**src/hw/rtl/fpa_pkg.sv**
```systemverilog
// Shared types and constants for the fixed slot pool allocator.
// No dependencies; every other file of the block imports this package.
package fpa_pkg;

  localparam int unsigned DEF_MAX_SLOTS = 64;
  localparam int unsigned GROUP         = 8;
  localparam int unsigned QDEPTH        = 2;
  localparam int unsigned ADDR_W        = 32;
  localparam int unsigned SLOT_W        = 16;
  localparam int unsigned COUNT_W       = 7;

  typedef enum logic [1:0] {
    CMD_ALLOC   = 2'd0,
    CMD_REALLOC = 2'd1,
    CMD_FREE    = 2'd2,
    CMD_UNUSED  = 2'd3
  } cmd_t;

  typedef enum logic [1:0] {
    ST_OK      = 2'd0,
    ST_TOO_BIG = 2'd1,
    ST_NO_FREE = 2'd2,
    ST_OOB     = 2'd3
  } status_t;

  typedef enum logic [1:0] {
    CFG_BASE         = 2'd0,
    CFG_SLOT_BYTES   = 2'd1,
    CFG_SLOTS_IN_USE = 2'd2,
    CFG_NONE         = 2'd3
  } cfg_idx_t;

  typedef struct packed {
    logic [ADDR_W-1:0]  base;
    logic [SLOT_W-1:0]  slot_bytes;
    logic [COUNT_W-1:0] slots_in_use;
  } cfg_t;

  // Classified command: addr holds the offset from base for free.
  typedef struct packed {
    cmd_t              cmd;
    logic              too_big;
    logic              oob;
    logic [ADDR_W-1:0] addr;
  } entry_t;

  typedef enum logic [2:0] {
    BK_IDLE,
    BK_SCAN,
    BK_MUL,
    BK_ADD,
    BK_DIV
  } back_state_t;

endpackage

```
**src/hw/rtl/fpa_front.sv**
```systemverilog
// Front end: configuration registers, command acceptance and classification.
// Depends on fpa_pkg; feeds fpa_fifo.
module fpa_front (
  input  logic                        clk,
  input  logic                        rst_n,
  input  logic                        cfg_we,
  input  logic [1:0]                  cfg_index,
  input  logic [fpa_pkg::ADDR_W-1:0]  cfg_wdata,
  input  logic                        start,
  input  logic [1:0]                  in_command,
  input  logic [fpa_pkg::ADDR_W-1:0]  in_request_size,
  input  logic [fpa_pkg::ADDR_W-1:0]  in_block_address,
  input  logic                        q_full,
  output logic                        q_push,
  output fpa_pkg::entry_t             q_entry,
  output fpa_pkg::cfg_t               cfg
);
  import fpa_pkg::*;

  logic [ADDR_W-1:0]  base_r;
  logic [SLOT_W-1:0]  slot_bytes_r;
  logic [COUNT_W-1:0] slots_in_use_r;
  cmd_t               cmd;

  always_ff @(posedge clk) begin
    if (!rst_n) begin
      base_r         <= '0;
      slot_bytes_r   <= SLOT_W'(64);
      slots_in_use_r <= COUNT_W'(64);
    end else if (cfg_we) begin
      case (cfg_idx_t'(cfg_index))
        CFG_BASE:         base_r         <= cfg_wdata;
        CFG_SLOT_BYTES:   slot_bytes_r   <= cfg_wdata[SLOT_W-1:0];
        CFG_SLOTS_IN_USE: slots_in_use_r <= cfg_wdata[COUNT_W-1:0];
        default: ;
      endcase
    end
  end

  assign cfg = '{base: base_r, slot_bytes: slot_bytes_r, slots_in_use: slots_in_use_r};

  always_comb begin
    cmd             = cmd_t'(in_command);
    q_push          = start && !q_full;
    q_entry.cmd     = cmd;
    q_entry.too_big = in_request_size > {{(ADDR_W-SLOT_W){1'b0}}, slot_bytes_r};
    q_entry.oob     = (in_block_address < base_r) || (slot_bytes_r == '0);
    if (cmd == CMD_FREE) begin
      q_entry.addr = in_block_address - base_r;
    end else begin
      q_entry.addr = in_block_address;
    end
  end

endmodule

```
**src/hw/rtl/fpa_fifo.sv**
```systemverilog
// Short command queue between front and back ends.
// Depends on fpa_pkg for the entry type.
module fpa_fifo #(
  parameter int unsigned DEPTH = fpa_pkg::QDEPTH
) (
  input  logic            clk,
  input  logic            rst_n,
  input  logic            push,
  input  fpa_pkg::entry_t push_entry,
  input  logic            pop,
  output logic            full,
  output logic            not_empty,
  output fpa_pkg::entry_t head
);
  import fpa_pkg::*;

  localparam int unsigned PW = (DEPTH > 1) ? $clog2(DEPTH) : 1;
  localparam int unsigned CW = $clog2(DEPTH + 1);

  entry_t          mem_r [DEPTH];
  logic [PW-1:0]   wr_ptr_r;
  logic [PW-1:0]   rd_ptr_r;
  logic [CW-1:0]   cnt_r;
  logic            do_push;
  logic            do_pop;

  assign full      = (cnt_r == CW'(DEPTH));
  assign not_empty = (cnt_r != '0);
  assign head      = mem_r[rd_ptr_r];
  assign do_push   = push && !full;
  assign do_pop    = pop && not_empty;

  always_ff @(posedge clk) begin
    if (do_push) begin
      mem_r[wr_ptr_r] <= push_entry;
    end
  end

  always_ff @(posedge clk) begin
    if (!rst_n) begin
      wr_ptr_r <= '0;
      rd_ptr_r <= '0;
      cnt_r    <= '0;
    end else begin
      if (do_push) begin
        wr_ptr_r <= (wr_ptr_r == PW'(DEPTH - 1)) ? '0 : wr_ptr_r + 1'b1;
      end
      if (do_pop) begin
        rd_ptr_r <= (rd_ptr_r == PW'(DEPTH - 1)) ? '0 : rd_ptr_r + 1'b1;
      end
      if (do_push && !do_pop) begin
        cnt_r <= cnt_r + 1'b1;
      end else if (do_pop && !do_push) begin
        cnt_r <= cnt_r - 1'b1;
      end
    end
  end

endmodule

```
**src/hw/rtl/fpa_div.sv**
```systemverilog
// Restoring serial divider, one quotient bit per cycle.
// Depends on fpa_pkg for widths; used by fpa_back for free.
module fpa_div (
  input  logic                       clk,
  input  logic                       rst_n,
  input  logic                       start,
  input  logic [fpa_pkg::ADDR_W-1:0] dividend,
  input  logic [fpa_pkg::SLOT_W-1:0] divisor,
  output logic                       done,
  output logic [fpa_pkg::ADDR_W-1:0] quotient
);
  import fpa_pkg::*;

  localparam int unsigned NW = $clog2(ADDR_W);

  logic [ADDR_W-1:0] q_r;
  logic [SLOT_W-1:0] rem_r;
  logic [SLOT_W-1:0] div_r;
  logic [NW-1:0]     cnt_r;
  logic              run_r;
  logic              done_r;
  logic [SLOT_W:0]   rem_sh;
  logic [SLOT_W:0]   diff;
  logic              ge;

  assign rem_sh   = {rem_r, q_r[ADDR_W-1]};
  assign diff     = rem_sh - {1'b0, div_r};
  assign ge       = rem_sh >= {1'b0, div_r};
  assign done     = done_r;
  assign quotient = q_r;

  always_ff @(posedge clk) begin
    if (start) begin
      q_r   <= dividend;
      rem_r <= '0;
      div_r <= divisor;
      cnt_r <= '0;
    end else if (run_r) begin
      rem_r <= ge ? diff[SLOT_W-1:0] : rem_sh[SLOT_W-1:0];
      q_r   <= {q_r[ADDR_W-2:0], ge};
      cnt_r <= cnt_r + 1'b1;
    end
  end

  always_ff @(posedge clk) begin
    if (!rst_n) begin
      run_r  <= 1'b0;
      done_r <= 1'b0;
    end else begin
      if (start) begin
        run_r  <= 1'b1;
        done_r <= 1'b0;
      end else if (run_r && cnt_r == NW'(ADDR_W - 1)) begin
        run_r  <= 1'b0;
        done_r <= 1'b1;
      end else begin
        done_r <= 1'b0;
      end
    end
  end

endmodule

```
**src/hw/rtl/fpa_back.sv**
```systemverilog
// Back end: free map, grouped slot scan, address multiply and result register.
// Depends on fpa_pkg and fpa_div; draws commands from fpa_fifo.
module fpa_back #(
  parameter int unsigned MAX_SLOTS = fpa_pkg::DEF_MAX_SLOTS
) (
  input  logic                       clk,
  input  logic                       rst_n,
  input  fpa_pkg::cfg_t              cfg,
  input  logic                       q_valid,
  input  fpa_pkg::entry_t            q_entry,
  output logic                       q_pop,
  output logic                       out_valid,
  output logic [1:0]                 out_status,
  output logic [fpa_pkg::ADDR_W-1:0] out_result_address
);
  import fpa_pkg::*;

  localparam int unsigned NG  = (MAX_SLOTS + GROUP - 1) / GROUP;
  localparam int unsigned GW  = (NG > 1) ? $clog2(NG) : 1;
  localparam int unsigned JW  = $clog2(GROUP);
  localparam int unsigned SW  = GW + JW;
  localparam int unsigned FW  = (1 << GW) * GROUP;
  localparam int unsigned CW  = $clog2(MAX_SLOTS + 1);
  localparam int unsigned PRW = SW + SLOT_W;

  back_state_t        state_r, state_nxt;
  logic [FW-1:0]      free_r;
  logic [GW-1:0]      grp_r, grp_nxt;
  logic [SW-1:0]      sidx_r, sidx_nxt;
  logic [PRW-1:0]     prod_r, prod_nxt;
  logic               out_valid_r, out_valid_nxt;
  status_t            status_r, status_nxt;
  logic [ADDR_W-1:0]  addr_r, addr_nxt;
  logic [CW-1:0]      count;
  logic [GROUP-1:0]   grp_bits;
  logic [JW-1:0]      hit;
  logic               clr_en, set_en;
  logic [SW-1:0]      map_idx;
  logic               div_start, div_done;
  logic [ADDR_W-1:0]  div_quot;

  fpa_div u_div (
    .clk      (clk),
    .rst_n    (rst_n),
    .start    (div_start),
    .dividend (q_entry.addr),
    .divisor  (cfg.slot_bytes),
    .done     (div_done),
    .quotient (div_quot)
  );

  always_comb begin
    if (32'(cfg.slots_in_use) > 32'(MAX_SLOTS)) begin
      count = CW'(MAX_SLOTS);
    end else begin
      count = CW'(cfg.slots_in_use);
    end
  end

  always_comb begin
    hit = '0;
    for (int j = 0; j < GROUP; j++) begin
      grp_bits[j] = free_r[{grp_r, JW'(j)}] && (32'({grp_r, JW'(j)}) < 32'(count));
    end
    for (int j = GROUP - 1; j >= 0; j--) begin
      if (grp_bits[j]) begin
        hit = JW'(j);
      end
    end
  end

  always_comb begin
    state_nxt     = state_r;
    grp_nxt       = grp_r;
    sidx_nxt      = sidx_r;
    prod_nxt      = prod_r;
    out_valid_nxt = 1'b0;
    status_nxt    = status_r;
    addr_nxt      = addr_r;
    q_pop         = 1'b0;
    div_start     = 1'b0;
    clr_en        = 1'b0;
    set_en        = 1'b0;
    map_idx       = sidx_r;
    case (state_r)
      BK_IDLE: begin
        if (q_valid) begin
          q_pop = 1'b1;
          case (q_entry.cmd)
            CMD_ALLOC: begin
              if (q_entry.too_big) begin
                out_valid_nxt = 1'b1;
                status_nxt    = ST_TOO_BIG;
                addr_nxt      = '0;
              end else begin
                grp_nxt   = '0;
                state_nxt = BK_SCAN;
              end
            end
            CMD_REALLOC: begin
              out_valid_nxt = 1'b1;
              status_nxt    = q_entry.too_big ? ST_TOO_BIG : ST_OK;
              addr_nxt      = q_entry.too_big ? '0 : q_entry.addr;
            end
            CMD_FREE: begin
              if (q_entry.oob) begin
                out_valid_nxt = 1'b1;
                status_nxt    = ST_OOB;
                addr_nxt      = '0;
              end else begin
                div_start = 1'b1;
                state_nxt = BK_DIV;
              end
            end
            default: begin
              out_valid_nxt = 1'b1;
              status_nxt    = ST_OK;
              addr_nxt      = '0;
            end
          endcase
        end
      end
      BK_SCAN: begin
        if (|grp_bits) begin
          sidx_nxt  = {grp_r, hit};
          map_idx   = {grp_r, hit};
          clr_en    = 1'b1;
          state_nxt = BK_MUL;
        end else if (grp_r == GW'(NG - 1)) begin
          out_valid_nxt = 1'b1;
          status_nxt    = ST_NO_FREE;
          addr_nxt      = '0;
          state_nxt     = BK_IDLE;
        end else begin
          grp_nxt = grp_r + 1'b1;
        end
      end
      BK_MUL: begin
        prod_nxt  = PRW'(sidx_r) * PRW'(cfg.slot_bytes);
        state_nxt = BK_ADD;
      end
      BK_ADD: begin
        out_valid_nxt = 1'b1;
        status_nxt    = ST_OK;
        addr_nxt      = cfg.base + ADDR_W'(prod_r);
        state_nxt     = BK_IDLE;
      end
      BK_DIV: begin
        if (div_done) begin
          out_valid_nxt = 1'b1;
          addr_nxt      = '0;
          state_nxt     = BK_IDLE;
          if (div_quot >= ADDR_W'(count)) begin
            status_nxt = ST_OOB;
          end else begin
            status_nxt = ST_OK;
            map_idx    = div_quot[SW-1:0];
            set_en     = 1'b1;
          end
        end
      end
      default: begin
        state_nxt = BK_IDLE;
      end
    endcase
  end

  always_ff @(posedge clk) begin
    if (!rst_n) begin
      state_r     <= BK_IDLE;
      out_valid_r <= 1'b0;
      free_r      <= '1;
    end else begin
      state_r     <= state_nxt;
      out_valid_r <= out_valid_nxt;
      if (clr_en) begin
        free_r[map_idx] <= 1'b0;
      end else if (set_en) begin
        free_r[map_idx] <= 1'b1;
      end
    end
  end

  always_ff @(posedge clk) begin
    grp_r    <= grp_nxt;
    sidx_r   <= sidx_nxt;
    prod_r   <= prod_nxt;
    status_r <= status_nxt;
    addr_r   <= addr_nxt;
  end

  assign out_valid          = out_valid_r;
  assign out_status         = status_r;
  assign out_result_address = addr_r;

endmodule

```
**src/hw/rtl/fixed_slot_pool_allocator.sv**
```systemverilog
// Top level of the fixed slot pool allocator: front end, command queue, back end.
// Depends on fpa_pkg, fpa_front, fpa_fifo, fpa_back (which holds fpa_div).
//
//   channel  handshake            payload
//   in       start / busy         in_command, in_request_size, in_block_address
//   out      out_valid (1 cycle)  out_status, out_result_address
//   cfg      cfg_we               cfg_index, cfg_wdata
//
// Allocate scans the free map eight slots a cycle, then does one multiply and one
// add. Free runs the serial divider to turn the offset into a slot index;
// reallocate, rejected and unused commands are answered from the idle state.
// A two-entry queue lets start be taken while the back end works; busy is high
// only while it is full. Reset is synchronous and marks every slot free.
// The receiver cannot stall: each transfer is shown for one cycle only.
module fixed_slot_pool_allocator #(
  parameter int unsigned MAX_SLOTS = fpa_pkg::DEF_MAX_SLOTS
) (
  input  logic                       clk,
  input  logic                       rst_n,
  input  logic                       cfg_we,
  input  logic [1:0]                 cfg_index,
  input  logic [fpa_pkg::ADDR_W-1:0] cfg_wdata,
  input  logic                       start,
  output logic                       busy,
  input  logic [1:0]                 in_command,
  input  logic [fpa_pkg::ADDR_W-1:0] in_request_size,
  input  logic [fpa_pkg::ADDR_W-1:0] in_block_address,
  output logic                       out_valid,
  output logic [1:0]                 out_status,
  output logic [fpa_pkg::ADDR_W-1:0] out_result_address
);
  import fpa_pkg::*;

  logic   q_full;
  logic   q_push;
  logic   q_pop;
  logic   q_valid;
  entry_t q_in;
  entry_t q_head;
  cfg_t   cfg;

  assign busy = q_full;

  fpa_front u_front (
    .clk              (clk),
    .rst_n            (rst_n),
    .cfg_we           (cfg_we),
    .cfg_index        (cfg_index),
    .cfg_wdata        (cfg_wdata),
    .start            (start),
    .in_command       (in_command),
    .in_request_size  (in_request_size),
    .in_block_address (in_block_address),
    .q_full           (q_full),
    .q_push           (q_push),
    .q_entry          (q_in),
    .cfg              (cfg)
  );

  fpa_fifo #(
    .DEPTH (QDEPTH)
  ) u_fifo (
    .clk        (clk),
    .rst_n      (rst_n),
    .push       (q_push),
    .push_entry (q_in),
    .pop        (q_pop),
    .full       (q_full),
    .not_empty  (q_valid),
    .head       (q_head)
  );

  fpa_back #(
    .MAX_SLOTS (MAX_SLOTS)
  ) u_back (
    .clk                (clk),
    .rst_n              (rst_n),
    .cfg                (cfg),
    .q_valid            (q_valid),
    .q_entry            (q_head),
    .q_pop              (q_pop),
    .out_valid          (out_valid),
    .out_status         (out_status),
    .out_result_address (out_result_address)
  );

endmodule

```
**config.mk**
```make
export PLATFORM = sky130hd
export DESIGN_NAME = fixed_slot_pool_allocator
export DESIGN_NICKNAME = d
export VERILOG_FILES = /design/src/hw/rtl/fpa_pkg.sv /design/src/hw/rtl/fpa_front.sv /design/src/hw/rtl/fpa_fifo.sv /design/src/hw/rtl/fpa_div.sv /design/src/hw/rtl/fpa_back.sv /design/src/hw/rtl/fixed_slot_pool_allocator.sv
export SDC_FILE = /design/constraint.sdc
export NUM_CORES = 1
export LEC_CHECK = 0
export BUFFER_PORTS_ARGS = -buffer_cell sky130_fd_sc_hd__buf_4
export CORE_ASPECT_RATIO = 2
export CORE_UTILIZATION = 45
export CTS_CLUSTER_DIAMETER = 150
export DETAILED_ROUTE_END_ITERATION = 8
export GPL_TIMING_DRIVEN = 0
export PLACE_DENSITY = 0.68
export SYNTH_ARGS = -nofsm -noshare
export SYNTH_HDL_FRONTEND = slang
export SYNTH_SLANG_ARGS = --single-unit
```
**constraint.sdc**
```tcl
create_clock -name clk -period 6.5 [get_ports clk]
set_input_delay 1.3 -clock clk [delete_from_list [all_inputs] [get_ports clk]]
set_output_delay 1.3 -clock clk [all_outputs]
set_load 0.01 [all_outputs]
```
# Yosys cells after proc, flatten, opt, wreduce, memory -nomap -nowiden
# Memories as Yosys holds them, arrays and structs flattened. A register that Yosys moved wholly into a read port is not among the register bits.
# Index checks and enable logic that the tools add are counted.
# word_totals
regBits	263
in_bits	104
mem_bits_rw	72
mem_count	1
# mem_list
memory	words	word_bits	read_ports	rd_ports_with_merged_regs	wr	line	text
u_fifo.mem_r	2	36	1	1	1	fpa_fifo.sv:20	entry_t mem_r [DEPTH];
# classes
n_reduce_logical	38
mul	1
bitwise	4
eq_ne	25
magnitude_cmp	23
n_mux	100
addsub	9
# ops
operator	count
$mux 32	10
$mux 64	2
$pmux 32 s4	1
$pmux 32 s3	1
$and 64x64->64	1
$not 64->64	1
$or 64x64->64	1
$lt 6x7->1 const B	9
$mux 3	19
$lt 6x7->1	8
$mux 1	36
$add 32x22->32	1
$ge 32x7->1	1
$gt 32x16->1	1
$lt 32x32->1	1
$sub 32x32->32	1
$bmux 1 s3	8
$mul 6x16->22	1
$mux 2	9
$mux 6	3
$ge 17x16->1	1
$logic_not 16->1	1
$mux 16	1
$sub 16x16->16	1
40 further kinds	81

# Depth between registers and ports, before layout
# depth
word_depth	21
mapped_depth	19
mapped_depth_nobuf	17

# Cells and area by module
# A second synthesis with hierarchy kept.
# hier_totals
hier_cells	2292
hier_area_um2	22295.1
# by_module_without_submodules
mod	n_inst	cells_per_inst	area_per_inst_um2
fpa_back	1	1165	10879.2
fpa_front	1	645	4713.3
fpa_div	1	345	3871.2
fpa_fifo	1	137	2831.5

# Worst setup path after synthesis
# Ideal clock, no wire load.
# synth_path
path_type	reg2reg
start	register u_back.sidx_r[2]
end	register u_back.prod_r[21], data pin
period_less_slack_ns	4.609
setup_slack_ns	1.891
setup_time_ns	0.266
n_path_buf	2
required_ns	6.234
t_arrival_ns	4.344
stages_incl_launch_ff	20
cell_sequence	edfxtp_1 -> clkbuf_1 -> clkbuf_1 -> nand2_1 -> fa_1 -> inv_1 -> ha_1 -> inv_1 -> fa_1 -> inv_1 -> fa_1 -> a21oi_1 -> nor2b_1 -> o31ai_1 -> a211oi_1 -> o31a_1 -> nand4_1 -> nand3_1 -> o41ai_1 -> xnor2_1
# synth_via
elab_chain_len	1
# synth_rtl
element	line	text
start: declaration	fpa_back.sv:29	logic [SW-1:0] sidx_r, sidx_nxt;
start signal: assignment	fpa_back.sv:186	sidx_r <= sidx_nxt;
$mul 6x16->22	fpa_back.sv:139	prod_nxt = PRW'(sidx_r) * PRW'(cfg.slot_bytes);
end signal: assignment	fpa_back.sv:187	prod_r <= prod_nxt;
end: declaration	fpa_back.sv:30	logic [PRW-1:0] prod_r, prod_nxt;
# Every way passes these cells.
# A chain may end at the register's enable or synchronous reset.

# Worst setup path after layout
# Ends and elaborated chain as after synthesis.

==> flow_summary_export.csv <==
group,metric,value,unit
sta,setup_tns,0,ns
setup_path,worst-path-buf-inv,5,
place,portBuffers,139,
setup_path,crit_family,"adder cells",
sta,fin_worst_skew,0.0227,ns
final_layout,mostFrequentLayoutCells,"nand2_1, edfxtp_1, dfxtp_1",
grt,grt_pass1_vias,19000,
final_layout,drive_gt1_frac,0.113,
die,initial_core_util,0.456,
power,powerDensity,288,nW/um2
setup_path,regToRegSetupSlack,0.73,ns
hold_path,hp-start,"u_front.slot_bytes_r[7]",
die,core_region_area,47600,um2
sta,slew_headroom,0.0861,
setup_path,cp_max_fo,10,
synth,synth_ff_type,"edfxtp_1",
final_layout,utilization,0.523,
power,ir_drop,0.000202,V
sta,rsz0062_at_grt,"no",
setup_path,arrival,6.02,ns
place,placed_cells,3035,
final_layout,mostFrequentLayoutCell,"nand2_1",
synth,yosys_warnings,0,
sta,setup_viol,0,
final_layout,nFillCells,4415,
clocking,clkTransAtPathRegs,0.06,ns
hold_path,min_delay_path_depth,0,
drt,viasPerCell,5.91,
synth,synth_fp_nets,2554,
die,rows,113,
power,p_sw_frac,0.343,
setup_path,rr_startpoint,"u_back.sidx_r[2]",
setup_path,r2r_end,"u_back.prod_r[21]",
drt,post_drt_wl_per_cell,23.2,um
power,p_leak,0.0101,uW
final_layout,diodes,0,
setup_path,crit_chain,"clkbuf_1, clkbuf_1, nand2_1, fa_1, inv_1, ha_1, inv_1, fa_1, inv_1, fa_1, a21oi_1, nor2b_1, o31ai_1, a211oi_1, o31a_1, nand4_1, nand3_1, o41ai_1, xnor2_1",
power,p_int,4700,uW
synth,syn_inst,2258,
clocking,cts_tree,"built",
grt,antenna_found_initial,1,
sta,fin_crit,5.77,ns
sta,tightest_slew,1.36,ns
power,seqPwrFrac,0.393,
clocking,ctsRootBufferMaster,"clkbuf_16",
clocking,ctsHoldBuffers,0,
synth,synth-seq-cells,336,
clocking,clk_latency,0.55,ns
sta,final_hold_viol_count,0,
clocking,clk_path_buf_depth,3,
place,place_hpwl,56900,um
final_layout,syn_to_final_growth,14.5,%
synth,synth.avg_cell_area,9.63,um2
drt,ant_nets,0,
drt,vias,18300,
setup_path,worstPathRequired,6.75,ns
die,num_io_pins,140,
setup_path,crit_path_end_kind,"register",
grt,grt_max_degree,35,
synth,synth_seq_area_share,0.395,
drt,wl,71900,um
drt,drt-initial-drc-count,1220,
die,die_w,157,um
grt,top_usage_layer,"met2",
grt,overflow,0,
synth,async_reset_ff_frac,0,
setup_path,cpPeakStageDelay,0.64,ns
grt,grtUsageMet2,0.544,
power,net-switching-power,2460,uW
flow_run,drv_cap,0,
synth,syn_area,21700,um2
final_layout,final_nets,2736,
setup_path,cp_slowest_cell,"clkbuf_1",
setup_path,critPathKind,"reg -> reg",
power,p_comb_frac,0.312,
synth,synth_edf_count,185,
hold_path,worst_hold_path.endpoint,"u_back.u_div.div_r[7]",
grt,grtUsageTotal,0.296,
grt,use_met3,0.0376,
final_layout,multi_input_area,12100,um2
hold_path,min_path_type,"reg -> reg",
sta,drv_slew,0,
drt,dr.pass1.iters,6,
drt,route.detailed.drc,0,
clocking,numCtsBuffers,35,
sta,max_freq,173,MHz
grt,grt_pass1_wl,108000,um
setup_path,start_kind,"register",
power,total_power,7160,uW
clocking,numClockSinks,336,
synth,synth_cell_types,90,
clocking,cts_setup_buffers,0,
grt,gr-usage-met1,0.292,
final_layout,stdcell_count,3099,
clocking,post_cts_resized,0,
place,gp_congestion,0.968,
run_status,status,"finished clean",
clocking,ctsHtreeMaxLevel,2,
power,power_frac_clock,0.295,
die,die_h,313,um
final_layout,seqCellArea,8580,um2
setup_path,ff2ff_path_depth,19,
sta,finalCritPeriodShare,0.888,
die,design.die.area,49300,um2
synth_stat cells, drive strengths merged (24+ instances only):
cell,count,area (um2)
nand2,263,987
nor3,37,211
xor2,35,307
clkbuf,102,383
ha,132,1650
a21oi,103,523
nor2,129,484
a21o,35,263
a211oi,30,248
nand2b,25,159
edfxtp,185,5560
nand3,24,120
a31oi,37,231
dfxtp,151,3020
o22ai,38,238
nor2b,60,375
xnor2,45,394
o21ai,98,490
inv,150,563
and2,39,244
mux2i,95,955
buf,24,174
and4,36,315
nand4,49,307
fa,60,1200
a21boi,52,390
worst reg2reg max path: stages (launching register included):
cell	delay [ns]
edfxtp_1	0.33
clkbuf_1	0.64
clkbuf_1	0.48
nand2_1	0.15
fa_1	0.56
inv_1	0.04
ha_1	0.26
inv_1	0.05
fa_1	0.53
inv_1	0.07
fa_1	0.45
a21oi_1	0.17
nor2b_1	0.08
o31ai_1	0.34
a211oi_1	0.20
o31a_1	0.35
nand4_1	0.09
nand3_1	0.10
o41ai_1	0.40
xnor2_1	0.20
cell type report:
cell class,count,share of cell area
Multi-Input combinational cell,1646,0.485
Sequential cell,336,0.345
Timing Repair Buffer,145,0.0461
Clock buffer,45,0.0388
Tap cell,632,0.0318
Inverter,150,0.0226
Buffer,126,0.0224
Clock inverter,19,0.00874
worst max path at each step:
stage	end	cells past startpoint	startpoint
after floorplan	u_back.prod_r[21]	19	u_back.sidx_r[2]
after global placement	u_back.out_valid	7	register
after detailed placement	u_back.prod_r[21]	19	u_back.sidx_r[2]
after CTS	u_back.prod_r[21]	19	u_back.sidx_r[2]
after global routing	u_back.prod_r[21]	19	u_back.sidx_r[2]
final	u_back.prod_r[21]	19	u_back.sidx_r[2]
power groups by stage:
| stage | registers, uW | clock network, uW | logic (uW) |
|---|---|---|---|
| after global placement | 2860 | 0 | 2100 |
| after floorplan | 2840 | 0 | 1370 |
| after global routing | 2830 | 2220 | 2430 |
| final | 2810 | 2110 | 2240 |
| after detailed placement | 2850 | 0 | 2220 |
| after CTS | 2810 | 2140 | 2230 |
cells by family after synthesis:
group / count (synthesis) / synth area share
AOI/OAI and AO/OA: 504 / 0.154
xor gates and xnor gates: 80 / 0.0322
adders and majority gates: 192 / 0.131
buffers and inverters: 276 / 0.0515
DFF: 336 / 0.395
muxes: 115 / 0.0574
and+or+nand+nor: 755 / 0.179
per-stage QoR:
step                cell area, um2  worst slack, ns  hold slack [ns]
floorplan                    21700             1.89            0.406
global placement             23600          -0.0567            0.414
detailed placement           23700            0.840            0.413
CTS                          24900            0.794            0.425
global route                 24900            0.445            0.443
finish                       24900            0.727            0.427
per-layer routing:
layer  vias up  part of all wire
li1       8467                 -
met1      8872              0.34
met2       679              0.53
met3       290             0.046
met4         2             0.090
met5         -           0.00018
(Power assumes the default switching activity.)
